--- config.mk ---
export PLATFORM = sky130hd
export DESIGN_NAME = lms_decision_feedback_equalizer_top
export DESIGN_NICKNAME = d
export VERILOG_FILES = /design/src/rtl/lmsdfe_pkg.sv /design/src/rtl/lmsdfe_cfg.sv /design/src/rtl/lmsdfe_mul.sv /design/src/rtl/lmsdfe_core.sv /design/src/rtl/lms_decision_feedback_equalizer_top.sv
export SDC_FILE = /design/constraint.sdc
export NUM_CORES = 2
export LEC_CHECK = 0
export ABC_AREA = 1
export BUFFER_PORTS_ARGS = -buffer_cell sky130_fd_sc_hd__buf_2
export CORE_MARGIN = 3
export CORE_UTILIZATION = 45
export DETAILED_ROUTE_END_ITERATION = 10
export PLACE_DENSITY = 0.72
export SYNTH_ARGS = -nofsm -noshare
export SYNTH_HDL_FRONTEND = slang
export SYNTH_SLANG_ARGS = --single-unit
--- constraint.sdc ---
create_clock -name clk -period 16.4 [get_ports clk]
set_input_delay 0 -clock clk [delete_from_list [all_inputs] [get_ports clk]]
set_output_delay 0 -clock clk [all_outputs]
set_load 0.05 [all_outputs]
--- src/rtl/lmsdfe_pkg.sv ---
`timescale 1ns / 1ps
`default_nettype none
// ----------------------------------------------------------------------------
// LMS DFE package
// Shared widths, formats, register map and a helper function of the binary
// LMS decision feedback equalizer.
// ----------------------------------------------------------------------------
package lmsdfe_pkg;

  // Default tap counts
  localparam int FF_TAPS_DEF = 8;
  localparam int FB_TAPS_DEF = 4;

  // Field and storage widths
  localparam int SAMPLE_W = 16;              // Q3.12 sample and output
  localparam int COEF_W   = 18;              // Q3.14 coefficient
  localparam int MU_W     = 16;              // Q0.16 step size
  localparam int GAP_W    = 8;
  localparam int CNT_W    = 8;               // saturating sample count
  localparam int DEC_W    = 2;               // stored decision code

  // Shared multiplier: A is a coefficient, a step size or mu*e; B is a
  // sample, a decision value or the error.
  localparam int MA_W  = MU_W + SAMPLE_W + 1;
  localparam int MB_W  = SAMPLE_W;
  localparam int MP_W  = MA_W + MB_W;
  localparam int DOT_W = COEF_W + SAMPLE_W;  // exact width of one tap product

  // Fixed-point constants
  localparam int COEF_ONE  = 16384;
  localparam int COEF_MAX  = 131071;
  localparam int COEF_MIN  = -131072;
  localparam int DEC_ONE   = 4096;
  localparam int OUT_MAX   = 32767;
  localparam int OUT_MIN   = -32768;
  localparam int ACC_SHIFT = 14;
  localparam int UPD_SHIFT = 26;
  localparam logic [CNT_W-1:0] COUNT_MAX = 8'd255;

  // Reset values of the configuration registers
  localparam logic [MU_W-1:0]  MU_FF_RST     = 16'd328;
  localparam logic [MU_W-1:0]  MU_FB_RST     = 16'd328;
  localparam logic [GAP_W-1:0] REARM_GAP_RST = 8'd50;

  // Configuration port
  localparam int CFG_AW    = 4;
  localparam int CFG_DW    = 32;
  localparam int REG_IDX_W = 2;
  localparam logic [REG_IDX_W-1:0] REG_MU_FF     = 2'd0;
  localparam logic [REG_IDX_W-1:0] REG_MU_FB     = 2'd1;
  localparam logic [REG_IDX_W-1:0] REG_REARM_GAP = 2'd2;

  // Stored decision codes
  localparam logic [DEC_W-1:0] DEC_NONE = 2'b00;
  localparam logic [DEC_W-1:0] DEC_POS  = 2'b01;
  localparam logic [DEC_W-1:0] DEC_NEG  = 2'b11;

  typedef struct packed {
    logic [MU_W-1:0]  mu_ff;
    logic [MU_W-1:0]  mu_fb;
    logic [GAP_W-1:0] rearm_gap;
  } cfg_t;

  // A stored decision as a Q3.12 value.
  function automatic logic signed [MB_W-1:0] dec_operand(input logic [DEC_W-1:0] d);
    logic signed [MB_W-1:0] v;
    case (d)
      DEC_POS: v = MB_W'(DEC_ONE);
      DEC_NEG: v = MB_W'(-DEC_ONE);
      default: v = '0;
    endcase
    return v;
  endfunction

endpackage
`default_nettype wire

--- src/rtl/lmsdfe_cfg.sv ---
`timescale 1ns / 1ps
`default_nettype none
// ----------------------------------------------------------------------------
// LMS DFE configuration registers
// APB-style register file holding the two step sizes and the rearm gap.
// ----------------------------------------------------------------------------
module lmsdfe_cfg
  import lmsdfe_pkg::*;
(
  input  wire logic              clk,
  input  wire logic              rst_n,
  input  wire logic              psel,
  input  wire logic              penable,
  input  wire logic              pwrite,
  input  wire logic [CFG_AW-1:0] paddr,
  input  wire logic [CFG_DW-1:0] pwdata,
  output logic      [CFG_DW-1:0] prdata,
  output logic                   pready,
  output cfg_t                   cfg
);

  logic [MU_W-1:0]      mu_ff_r;
  logic [MU_W-1:0]      mu_fb_r;
  logic [GAP_W-1:0]     gap_r;
  logic [REG_IDX_W-1:0] reg_idx;
  logic                 wr_en;

  assign pready  = 1'b1;
  assign reg_idx = paddr[CFG_AW-1:2];
  assign wr_en   = psel & penable & pwrite;

  always_ff @(posedge clk) begin
    if (!rst_n) begin
      mu_ff_r <= MU_FF_RST;
      mu_fb_r <= MU_FB_RST;
      gap_r   <= REARM_GAP_RST;
    end else if (wr_en) begin
      case (reg_idx)
        REG_MU_FF:     mu_ff_r <= pwdata[MU_W-1:0];
        REG_MU_FB:     mu_fb_r <= pwdata[MU_W-1:0];
        REG_REARM_GAP: gap_r   <= pwdata[GAP_W-1:0];
        default: ;
      endcase
    end
  end

  always_comb begin
    case (reg_idx)
      REG_MU_FF:     prdata = {{(CFG_DW-MU_W){1'b0}}, mu_ff_r};
      REG_MU_FB:     prdata = {{(CFG_DW-MU_W){1'b0}}, mu_fb_r};
      REG_REARM_GAP: prdata = {{(CFG_DW-GAP_W){1'b0}}, gap_r};
      default:       prdata = '0;
    endcase
  end

  assign cfg.mu_ff     = mu_ff_r;
  assign cfg.mu_fb     = mu_fb_r;
  assign cfg.rearm_gap = gap_r;

endmodule
`default_nettype wire

--- src/rtl/lmsdfe_mul.sv ---
`timescale 1ns / 1ps
`default_nettype none
// ----------------------------------------------------------------------------
// LMS DFE shared multiplier
// Signed multiplier with a registered product, shared by the filter, error
// scaling and tap update passes.
// ----------------------------------------------------------------------------
module lmsdfe_mul
  import lmsdfe_pkg::*;
(
  input  wire logic                   clk,
  input  wire logic signed [MA_W-1:0] a,
  input  wire logic signed [MB_W-1:0] b,
  output logic signed      [MP_W-1:0] prod_r
);

  logic signed [MP_W-1:0] prod_nxt;

  assign prod_nxt = MP_W'(a) * MP_W'(b);

  always_ff @(posedge clk) begin
    prod_r <= prod_nxt;
  end

endmodule
`default_nettype wire

--- src/rtl/lmsdfe_core.sv ---
`timescale 1ns / 1ps
`default_nettype none
// ----------------------------------------------------------------------------
// LMS DFE core
// Tap storage, histories and the sequencer that walks all taps through the
// shared multiplier once for the output and once for the update.
// ----------------------------------------------------------------------------
module lmsdfe_core
  import lmsdfe_pkg::*;
#(
  parameter int FF_TAPS = FF_TAPS_DEF,
  parameter int FB_TAPS = FB_TAPS_DEF
) (
  input  wire logic                       clk,
  input  wire logic                       rst_n,
  input  wire cfg_t                       cfg,
  input  wire logic                       in_valid,
  output logic                            in_ready,
  input  wire logic signed [SAMPLE_W-1:0] in_sample,
  input  wire logic                       in_sync,
  output logic                            out_valid,
  input  wire logic                       out_ready,
  output logic signed      [SAMPLE_W-1:0] out_y,
  output logic                            out_dec
);

  localparam int NT    = FF_TAPS + FB_TAPS;
  localparam int TW    = $clog2(NT);
  localparam int FFW   = (FF_TAPS > 1) ? $clog2(FF_TAPS) : 1;
  localparam int FBW   = (FB_TAPS > 1) ? $clog2(FB_TAPS) : 1;
  localparam int ACC_W = DOT_W + TW + 1;
  localparam int CS_W  = MP_W - UPD_SHIFT + 1;

  localparam logic [TW-1:0] LAST_TAP = TW'(NT - 1);
  localparam logic [TW-1:0] FB_BASE  = TW'(FF_TAPS);

  localparam logic signed [ACC_W-1:0]    ACC_HALF  = ACC_W'(1 << (ACC_SHIFT - 1));
  localparam logic signed [ACC_W-1:0]    OUT_MAX_A = ACC_W'(OUT_MAX);
  localparam logic signed [ACC_W-1:0]    OUT_MIN_A = ACC_W'(OUT_MIN);
  localparam logic signed [MP_W-1:0]     UPD_HALF  = MP_W'(64'sd1 <<< (UPD_SHIFT - 1));
  localparam logic signed [CS_W-1:0]     C_MAX     = CS_W'(COEF_MAX);
  localparam logic signed [CS_W-1:0]     C_MIN     = CS_W'(COEF_MIN);
  localparam logic signed [SAMPLE_W:0]   DEC_P     = (SAMPLE_W + 1)'(DEC_ONE);
  localparam logic signed [SAMPLE_W:0]   DEC_N     = (SAMPLE_W + 1)'(-DEC_ONE);

  typedef enum logic [3:0] {
    S_IDLE,
    S_DOT,
    S_DRAIN,
    S_ROUND,
    S_MUFF,
    S_MUFB,
    S_CAPT,
    S_UPD,
    S_UDRAIN,
    S_OUT
  } state_t;

  state_t                      state_r;
  logic [TW-1:0]               tap_r;
  logic [TW-1:0]               tap_d_r;
  logic                        acc_en_r;
  logic                        upd_en_r;
  logic                        out_valid_r;
  logic signed [SAMPLE_W-1:0]  out_y_r;
  logic                        out_dec_r;

  logic signed [SAMPLE_W-1:0]  hist_r [FF_TAPS];
  logic signed [COEF_W-1:0]    ff_r   [FF_TAPS];
  logic signed [COEF_W-1:0]    fb_r   [FB_TAPS];
  logic [DEC_W-1:0]            dh_r   [FB_TAPS];
  logic [CNT_W-1:0]            since_r;
  logic signed [ACC_W-1:0]     acc_r;
  logic signed [SAMPLE_W-1:0]  y_r;
  logic                        dec_r;
  logic signed [SAMPLE_W-1:0]  e_r;
  logic signed [MA_W-1:0]      mff_r;
  logic signed [MA_W-1:0]      mfb_r;

  logic                        accept;
  logic                        restart;
  logic                        is_fb;
  logic [FFW-1:0]              ff_idx;
  logic [FBW-1:0]              fb_idx;
  logic signed [COEF_W-1:0]    coef_sel;
  logic signed [MB_W-1:0]      tap_b;
  logic signed [MA_W-1:0]      mul_a;
  logic signed [MB_W-1:0]      mul_b;
  logic signed [MP_W-1:0]      prod;

  logic                        wb_fb;
  logic [FFW-1:0]              wb_ff_idx;
  logic [FBW-1:0]              wb_fb_idx;
  logic signed [ACC_W-1:0]     dot_term;
  logic signed [ACC_W-1:0]     acc_rnd;
  logic signed [SAMPLE_W-1:0]  y_sat;
  logic                        y_dec;
  logic signed [SAMPLE_W:0]    y_ext;
  logic signed [SAMPLE_W:0]    err_w;
  logic signed [MP_W-1:0]      upd_sum;
  logic signed [CS_W-2:0]      delta;
  logic signed [COEF_W-1:0]    coef_old;
  logic signed [CS_W-1:0]      coef_ext;
  logic signed [CS_W-1:0]      delta_ext;
  logic signed [CS_W-1:0]      csum;
  logic signed [COEF_W-1:0]    coef_new;

  assign in_ready  = (state_r == S_IDLE);
  assign accept    = in_valid & in_ready;
  assign restart   = in_sync && (since_r > cfg.rearm_gap);
  assign out_valid = out_valid_r;
  assign out_y     = out_y_r;
  assign out_dec   = out_dec_r;

  // Tap being issued to the multiplier: feed-forward taps first, then feedback.
  assign is_fb    = (tap_r >= FB_BASE);
  assign ff_idx   = FFW'(tap_r);
  assign fb_idx   = FBW'(tap_r - FB_BASE);
  assign coef_sel = is_fb ? fb_r[fb_idx] : ff_r[ff_idx];
  assign tap_b    = is_fb ? dec_operand(dh_r[fb_idx]) : hist_r[ff_idx];

  always_comb begin
    case (state_r)
      S_DOT:   mul_a = {{(MA_W-COEF_W){coef_sel[COEF_W-1]}}, coef_sel};
      S_UPD:   mul_a = is_fb ? mfb_r : mff_r;
      S_MUFF:  mul_a = {{(MA_W-MU_W){1'b0}}, cfg.mu_ff};
      S_MUFB:  mul_a = {{(MA_W-MU_W){1'b0}}, cfg.mu_fb};
      default: mul_a = '0;
    endcase
  end

  always_comb begin
    case (state_r)
      S_DOT, S_UPD:   mul_b = tap_b;
      S_MUFF, S_MUFB: mul_b = e_r;
      default:        mul_b = '0;
    endcase
  end

  lmsdfe_mul u_mul (
    .clk    (clk),
    .a      (mul_a),
    .b      (mul_b),
    .prod_r (prod)
  );

  // Tap whose product comes out of the multiplier this cycle.
  assign wb_fb     = (tap_d_r >= FB_BASE);
  assign wb_ff_idx = FFW'(tap_d_r);
  assign wb_fb_idx = FBW'(tap_d_r - FB_BASE);

  // Output: exact sum, round half up, saturate; zero slices to +1.
  assign dot_term = {{(ACC_W-DOT_W){prod[DOT_W-1]}}, prod[DOT_W-1:0]};
  assign acc_rnd  = (acc_r + ACC_HALF) >>> ACC_SHIFT;
  assign y_sat    = (acc_rnd > OUT_MAX_A) ? SAMPLE_W'(OUT_MAX) :
                    (acc_rnd < OUT_MIN_A) ? SAMPLE_W'(OUT_MIN) :
                    acc_rnd[SAMPLE_W-1:0];
  assign y_dec    = ~y_sat[SAMPLE_W-1];
  assign y_ext    = {y_sat[SAMPLE_W-1], y_sat};
  assign err_w    = y_dec ? (DEC_P - y_ext) : (DEC_N - y_ext);

  // Tap update: the rounded step is subtracted for feedback taps so that
  // rounding sees the same sign as the unnegated product.
  assign upd_sum   = prod + UPD_HALF;
  assign delta     = upd_sum[MP_W-1:UPD_SHIFT];
  assign coef_old  = wb_fb ? fb_r[wb_fb_idx] : ff_r[wb_ff_idx];
  assign coef_ext  = {{(CS_W-COEF_W){coef_old[COEF_W-1]}}, coef_old};
  assign delta_ext = {delta[CS_W-2], delta};
  assign csum      = wb_fb ? (coef_ext - delta_ext) : (coef_ext + delta_ext);
  assign coef_new  = (csum > C_MAX) ? COEF_W'(COEF_MAX) :
                     (csum < C_MIN) ? COEF_W'(COEF_MIN) :
                     csum[COEF_W-1:0];

  // Sequencer and output word
  always_ff @(posedge clk) begin
    if (!rst_n) begin
      state_r     <= S_IDLE;
      tap_r       <= '0;
      out_valid_r <= 1'b0;
    end else begin
      // In S_OUT the output register is either reloaded or keeps its word.
      if (out_ready && (state_r != S_OUT)) begin
        out_valid_r <= 1'b0;
      end
      case (state_r)
        S_IDLE: begin
          if (in_valid) begin
            state_r <= S_DOT;
            tap_r   <= '0;
          end
        end
        S_DOT: begin
          if (tap_r == LAST_TAP) begin
            state_r <= S_DRAIN;
            tap_r   <= '0;
          end else begin
            tap_r <= tap_r + 1'b1;
          end
        end
        S_DRAIN: state_r <= S_ROUND;
        S_ROUND: state_r <= S_MUFF;
        S_MUFF:  state_r <= S_MUFB;
        S_MUFB:  state_r <= S_CAPT;
        S_CAPT:  state_r <= S_UPD;
        S_UPD: begin
          if (tap_r == LAST_TAP) begin
            state_r <= S_UDRAIN;
            tap_r   <= '0;
          end else begin
            tap_r <= tap_r + 1'b1;
          end
        end
        S_UDRAIN: state_r <= S_OUT;
        S_OUT: begin
          if (!out_valid_r || out_ready) begin
            out_valid_r <= 1'b1;
            out_y_r     <= y_r;
            out_dec_r   <= dec_r;
            state_r     <= S_IDLE;
          end
        end
        default: state_r <= S_IDLE;
      endcase
    end
  end

  // Taps, histories and arithmetic registers
  always_ff @(posedge clk) begin
    if (!rst_n) begin
      for (int i = 0; i < FF_TAPS; i++) begin
        hist_r[i] <= '0;
        ff_r[i]   <= (i == FF_TAPS / 2) ? COEF_W'(COEF_ONE) : '0;
      end
      for (int i = 0; i < FB_TAPS; i++) begin
        fb_r[i] <= '0;
        dh_r[i] <= DEC_NONE;
      end
      since_r  <= '0;
      acc_r    <= '0;
      acc_en_r <= 1'b0;
      upd_en_r <= 1'b0;
      tap_d_r  <= '0;
    end else begin
      acc_en_r <= (state_r == S_DOT);
      upd_en_r <= (state_r == S_UPD);
      tap_d_r  <= tap_r;

      if (accept) begin
        for (int i = FF_TAPS - 1; i > 0; i--) begin
          hist_r[i] <= restart ? '0 : hist_r[i-1];
        end
        hist_r[0] <= in_sample;
        if (restart) begin
          for (int i = 0; i < FF_TAPS; i++) begin
            ff_r[i] <= (i == FF_TAPS / 2) ? COEF_W'(COEF_ONE) : '0;
          end
          for (int i = 0; i < FB_TAPS; i++) begin
            fb_r[i] <= '0;
            dh_r[i] <= DEC_NONE;
          end
          since_r <= CNT_W'(1);
        end else if (since_r != COUNT_MAX) begin
          since_r <= since_r + 1'b1;
        end
        acc_r <= '0;
      end

      if (acc_en_r) begin
        acc_r <= wb_fb ? (acc_r - dot_term) : (acc_r + dot_term);
      end

      if (state_r == S_ROUND) begin
        y_r   <= y_sat;
        dec_r <= y_dec;
        e_r   <= err_w[SAMPLE_W-1:0];
      end

      if (state_r == S_MUFB) begin
        mff_r <= prod[MA_W-1:0];
      end
      if (state_r == S_CAPT) begin
        mfb_r <= prod[MA_W-1:0];
      end

      if (upd_en_r) begin
        if (wb_fb) begin
          fb_r[wb_fb_idx] <= coef_new;
        end else begin
          ff_r[wb_ff_idx] <= coef_new;
        end
      end

      if (state_r == S_UDRAIN) begin
        for (int i = FB_TAPS - 1; i > 0; i--) begin
          dh_r[i] <= dh_r[i-1];
        end
        dh_r[0] <= dec_r ? DEC_POS : DEC_NEG;
      end
    end
  end

endmodule
`default_nettype wire

--- src/rtl/lms_decision_feedback_equalizer_top.sv ---
`timescale 1ns / 1ps
`default_nettype none
// Words are handled one at a time: in_tready is low while a word is in work,
// and a new input word is accepted only after the result of the last one has
// been loaded into the output register, which waits while out_tready holds off
// the word still in it. The single shared multiplier walks every tap once for
// the output and once for the coefficient update.
// Synchronous active-low reset restores the configuration registers and the
// center-spike taps and clears the histories; no clearing pass is needed.
// ----------------------------------------------------------------------------
// LMS decision feedback equalizer, top level
// Binary LMS DFE with streaming input and output words and an APB-style
// configuration port.
// ----------------------------------------------------------------------------
module lms_decision_feedback_equalizer_top
  import lmsdfe_pkg::*;
#(
  parameter int FF_TAPS = FF_TAPS_DEF,
  parameter int FB_TAPS = FB_TAPS_DEF
) (
  input  wire logic              clk,
  input  wire logic              rst_n,
  input  wire logic              in_tvalid,
  output logic                   in_tready,
  input  wire logic [15:0]       in_tdata,      // [15:0] sample_in
  input  wire logic              in_tuser,      // [0] sync_flag
  output logic                   out_tvalid,
  input  wire logic              out_tready,
  output logic      [15:0]       out_tdata,     // [15:0] equalized_out
  output logic                   out_tuser,     // [0] decision_bit
  input  wire logic              cfg_psel,
  input  wire logic              cfg_penable,
  input  wire logic              cfg_pwrite,
  input  wire logic [CFG_AW-1:0] cfg_paddr,
  input  wire logic [CFG_DW-1:0] cfg_pwdata,
  output logic      [CFG_DW-1:0] cfg_prdata,
  output logic                   cfg_pready
);

  cfg_t                       cfg;
  logic signed [SAMPLE_W-1:0] eq_y;

  lmsdfe_cfg u_cfg (
    .clk     (clk),
    .rst_n   (rst_n),
    .psel    (cfg_psel),
    .penable (cfg_penable),
    .pwrite  (cfg_pwrite),
    .paddr   (cfg_paddr),
    .pwdata  (cfg_pwdata),
    .prdata  (cfg_prdata),
    .pready  (cfg_pready),
    .cfg     (cfg)
  );

  lmsdfe_core #(
    .FF_TAPS (FF_TAPS),
    .FB_TAPS (FB_TAPS)
  ) u_core (
    .clk       (clk),
    .rst_n     (rst_n),
    .cfg       (cfg),
    .in_valid  (in_tvalid),
    .in_ready  (in_tready),
    .in_sample (in_tdata),
    .in_sync   (in_tuser),
    .out_valid (out_tvalid),
    .out_ready (out_tready),
    .out_y     (eq_y),
    .out_dec   (out_tuser)
  );

  assign out_tdata = eq_y;

endmodule
`default_nettype wire

==> impl_results.md <==
- Mapped Cells: 6574
- Hold slack: 0.154 ns
- Power per standard cell area: 163 nW/um2
- Drt first pass iters: 6
- Per-cell routed wire length: 19.4 um
- Crit path top cell by count: inv_1
- DP Wirelength: 115000 um
- Flop2flop setup slack: 6.55 ns
- Finished Cell Area: 57800 um2
- Utilization after layout: 0.494
- Die Ht: 350 um
- Vias in the first global route: 44700
- Post-CTS resize count: 0
- Placement Cell Area: 55100 um2
- Outcome: complete, no violations
- Starting Density: 0.456
- Clock sinks: 621
- Chip width: 350 um
- Critical Path Fanout Max: 87
- Reg2Reg Capture Point: u_core.u_mul.prod_r[48]$_DFF_P_
- Core area: 117000 um2
- Max cap viols: 0
- Leakage: 27.4 nW
- Setup crit end kind: flop
- Routability cong.: 0.974
- Prevailing post-synth register cell: edfxtp_1
- PortBufs: 76
- Die ar.: 123000 um2
- Min Tclk post-route: 9.85 ns
- Via density per instance: 5.52
- TritonCTS buffer count: 69
- Slowest cell on crit path: buf_4
- Total grt overflow: 0
- R2R depth: 34
- Final setup fails: 0
- Most common cell in the synthesized netlist: inv_1
- Hold Path Class: in -> reg
- Largest net degree at the start of global routing: 134
- Fin crit share: 0.600
- Ports: 112
- Post-synth top area share: 0.262
- Worst setup path class: reg -> reg
- Worst hold start: cfg_pwdata[8]
- WL final: 158000 um
- Placed Cells: 7966
- Slew @ Worst Pin: 1.20 ns
- Clock buffer depth: 3
- Final Hold Fails: 0
- CP Launch Type: flop
- Stages on worst setup path: 34
- Top cells by count, synth: inv_1 (1369), nand2_1 (1239), a21oi_1 (634)
- Ys async rst share: 0
- Flops & latches, synth: 621
- Root buffer cell: clkbuf_16
- Critical path buffer and inverter count: 11
- Setup TNS: 0 ns
- Area grow syn2layout: 8.25%
- Antenna Violating Nets Remaining: 0
- VDD IR max: 148 uV
- Post-CTS setup buffers: 0
- First DRT Iteration DRCs: 4409
- Slew headroom: 0.196
- EDFF count, synth: 465
- # rows: 125
- Nets: 7308
- H-Tree Depth: 3
- Synth Cell Area: 53400 um2
- Synth area leader: edfxtp_1
- Drt drc: 0
- First-pass GRT wire length: 245000 um
- Unrepaired setup endpoints after global routing: false
- Worst-skew pair later-pin latency: 0.64 ns
- Top cells by area, synth: edfxtp_1 (26%), fa_1 (19%), inv_1 (9.6%)
- Tot GR Track Use: 0.255
- Skew final: 0.0359 ns
- Yosys cell types: 60
- Max-slew violation count: 0
- Maximum operating frequency: 102 MHz
- Top Family by Delay on Critical Path: adder cells
- Required @ worst endpoint: 16.90 ns
- Yosys warning total: 0
- Slowest stage delay, CP: 0.77 ns
- Critical path capture point: u_core.u_mul.prod_r[48]$_DFF_P_
- Initial antenna violation count: 4
- Cts hold-fix bufs: 37
- Via count: 44800
- Clk slew on worst S/H paths: 0.06 ns
- CTS tree: yes
- Share of layout cells above drive strength 1: 0.0522
- Syn Area/Cell: 8.12 um2
- Non-filler instance count after layout: 8130
- Critical Path AT: 10.35 ns
- Sequential area share after synthesis: 0.320
[cells in the final DEF, fill, tap and decap left out, types with 41 or more instances in the layout]
cell / n
inv_1: 1368
xor2_1: 105
nand4_1: 47
nor2_1: 545
clkbuf_16: 71
nor3_1: 41
ha_1: 196
a21oi_1: 634
nand2_1: 1237
nand3_1: 167
buf_4: 88
fa_1: 502
dfxtp_1: 152
o21ai_0: 375
xnor2_1: 67
edfxtp_1: 465
buf_2: 76
[worst min path at each step]
stage                     cells past startpoint                            end  slack, ns
final                                         4  u_cfg.mu_ff_r[8]$_SDFFE_PN1P_       0.15
after global routing                          4  u_cfg.mu_ff_r[8]$_SDFFE_PN1P_       0.18
after CTS                                     4  u_cfg.mu_ff_r[8]$_SDFFE_PN1P_       0.14
after detailed placement                      3  u_cfg.mu_fb_r[8]$_SDFFE_PN1P_       0.24
after global placement                        3  u_cfg.mu_ff_r[8]$_SDFFE_PN1P_       0.23
after floorplan                               2    u_cfg.gap_r[1]$_SDFFE_PN1P_       0.13
[power by group]
| part | switching [mW] | internal [mW] | leakage, nW | total (mW) |
|---|---|---|---|---|
| combinational | 3.95 | 1.72 | 20.3 | 5.67 |
| sequential | 0.186 | 1.97 | 5.97 | 2.15 |
| clock | 0.676 | 0.932 | 1.12 | 1.61 |
[layout make-up]
class	count	area, um2
Fill cell	11000	59200
Multi-Input combinational cell	4276	29800
Sequential cell	621	17100
Inverter	1381	5190
Tap cell	1524	1910
Clock buffer	86	1860
Timing Repair Buffer	201	1410
Clock inverter	40	472
Antenna cell	1	2.50
[registers in the layout, indices dropped and copies added, names as in the netlist, 8 cells and up, named ones only]
register             count
u_cfg.gap_r              8
u_cfg.mu_fb_r           16
u_cfg.mu_ff_r           16
u_core.acc_r            39
u_core.dh_r              8
u_core.e_r              16
u_core.fb_r             72
u_core.ff_r            144
u_core.hist_r          128
u_core.mfb_r            33
u_core.mff_r            33
u_core.out_y            16
u_core.since_r           8
u_core.u_mul.prod_r     49
u_core.y_r              15
[metrics by stage]
step           worst slack, ns  power (mW)
2_1_floorplan             9.11        6.22
3_3_place_gp              6.83        7.63
3_5_place_dp              6.68        7.74
4_1_cts                   6.63        9.37
5_1_grt                   5.88        10.2
6_report                  6.55        9.43
[per-layer routing]
| layer | track usage | vias to the layer above | part of all wire |
|---|---|---|---|
| met4 | 0.0868 | 0 | 0.033 |
| met1 | 0.334 | 21700 | 0.40 |
| met3 | 0.0548 | 347 | 0.10 |
| li1 | - | 20700 | - |
| met2 | 0.422 | 2106 | 0.47 |
| met5 | 0 | - | 0 |
[worst min-delay path, delay by kind of cell]
| kind | cells | cell delay [ns] |
|---|---|---|
| AOI/OAI and AO/OA | 1 | 0.07 |
| buffers and inverters | 2 | 0.63 |
| and+or+nand+nor | 1 | 0.05 |
[cells by family (layout without fill, tap and decap cells)]
family | Yosys count | after routing | synth area share
XOR/XNOR | 173 | 173 | 0.0285
adder cells (fa/ha/maj) | 698 | 698 | 0.234
buffers and inverters | 1692 | 1708 | 0.124
flip-flops | 621 | 621 | 0.320
AND/OR/NAND/NOR | 2105 | 2105 | 0.159
other | 2 | 18 | 0.000141
AO/OA/AOI/OAI | 1279 | 1279 | 0.133
multiplexers | 4 | 4 | 0.000750
Note: power is estimated with default switching activity, not from simulation.
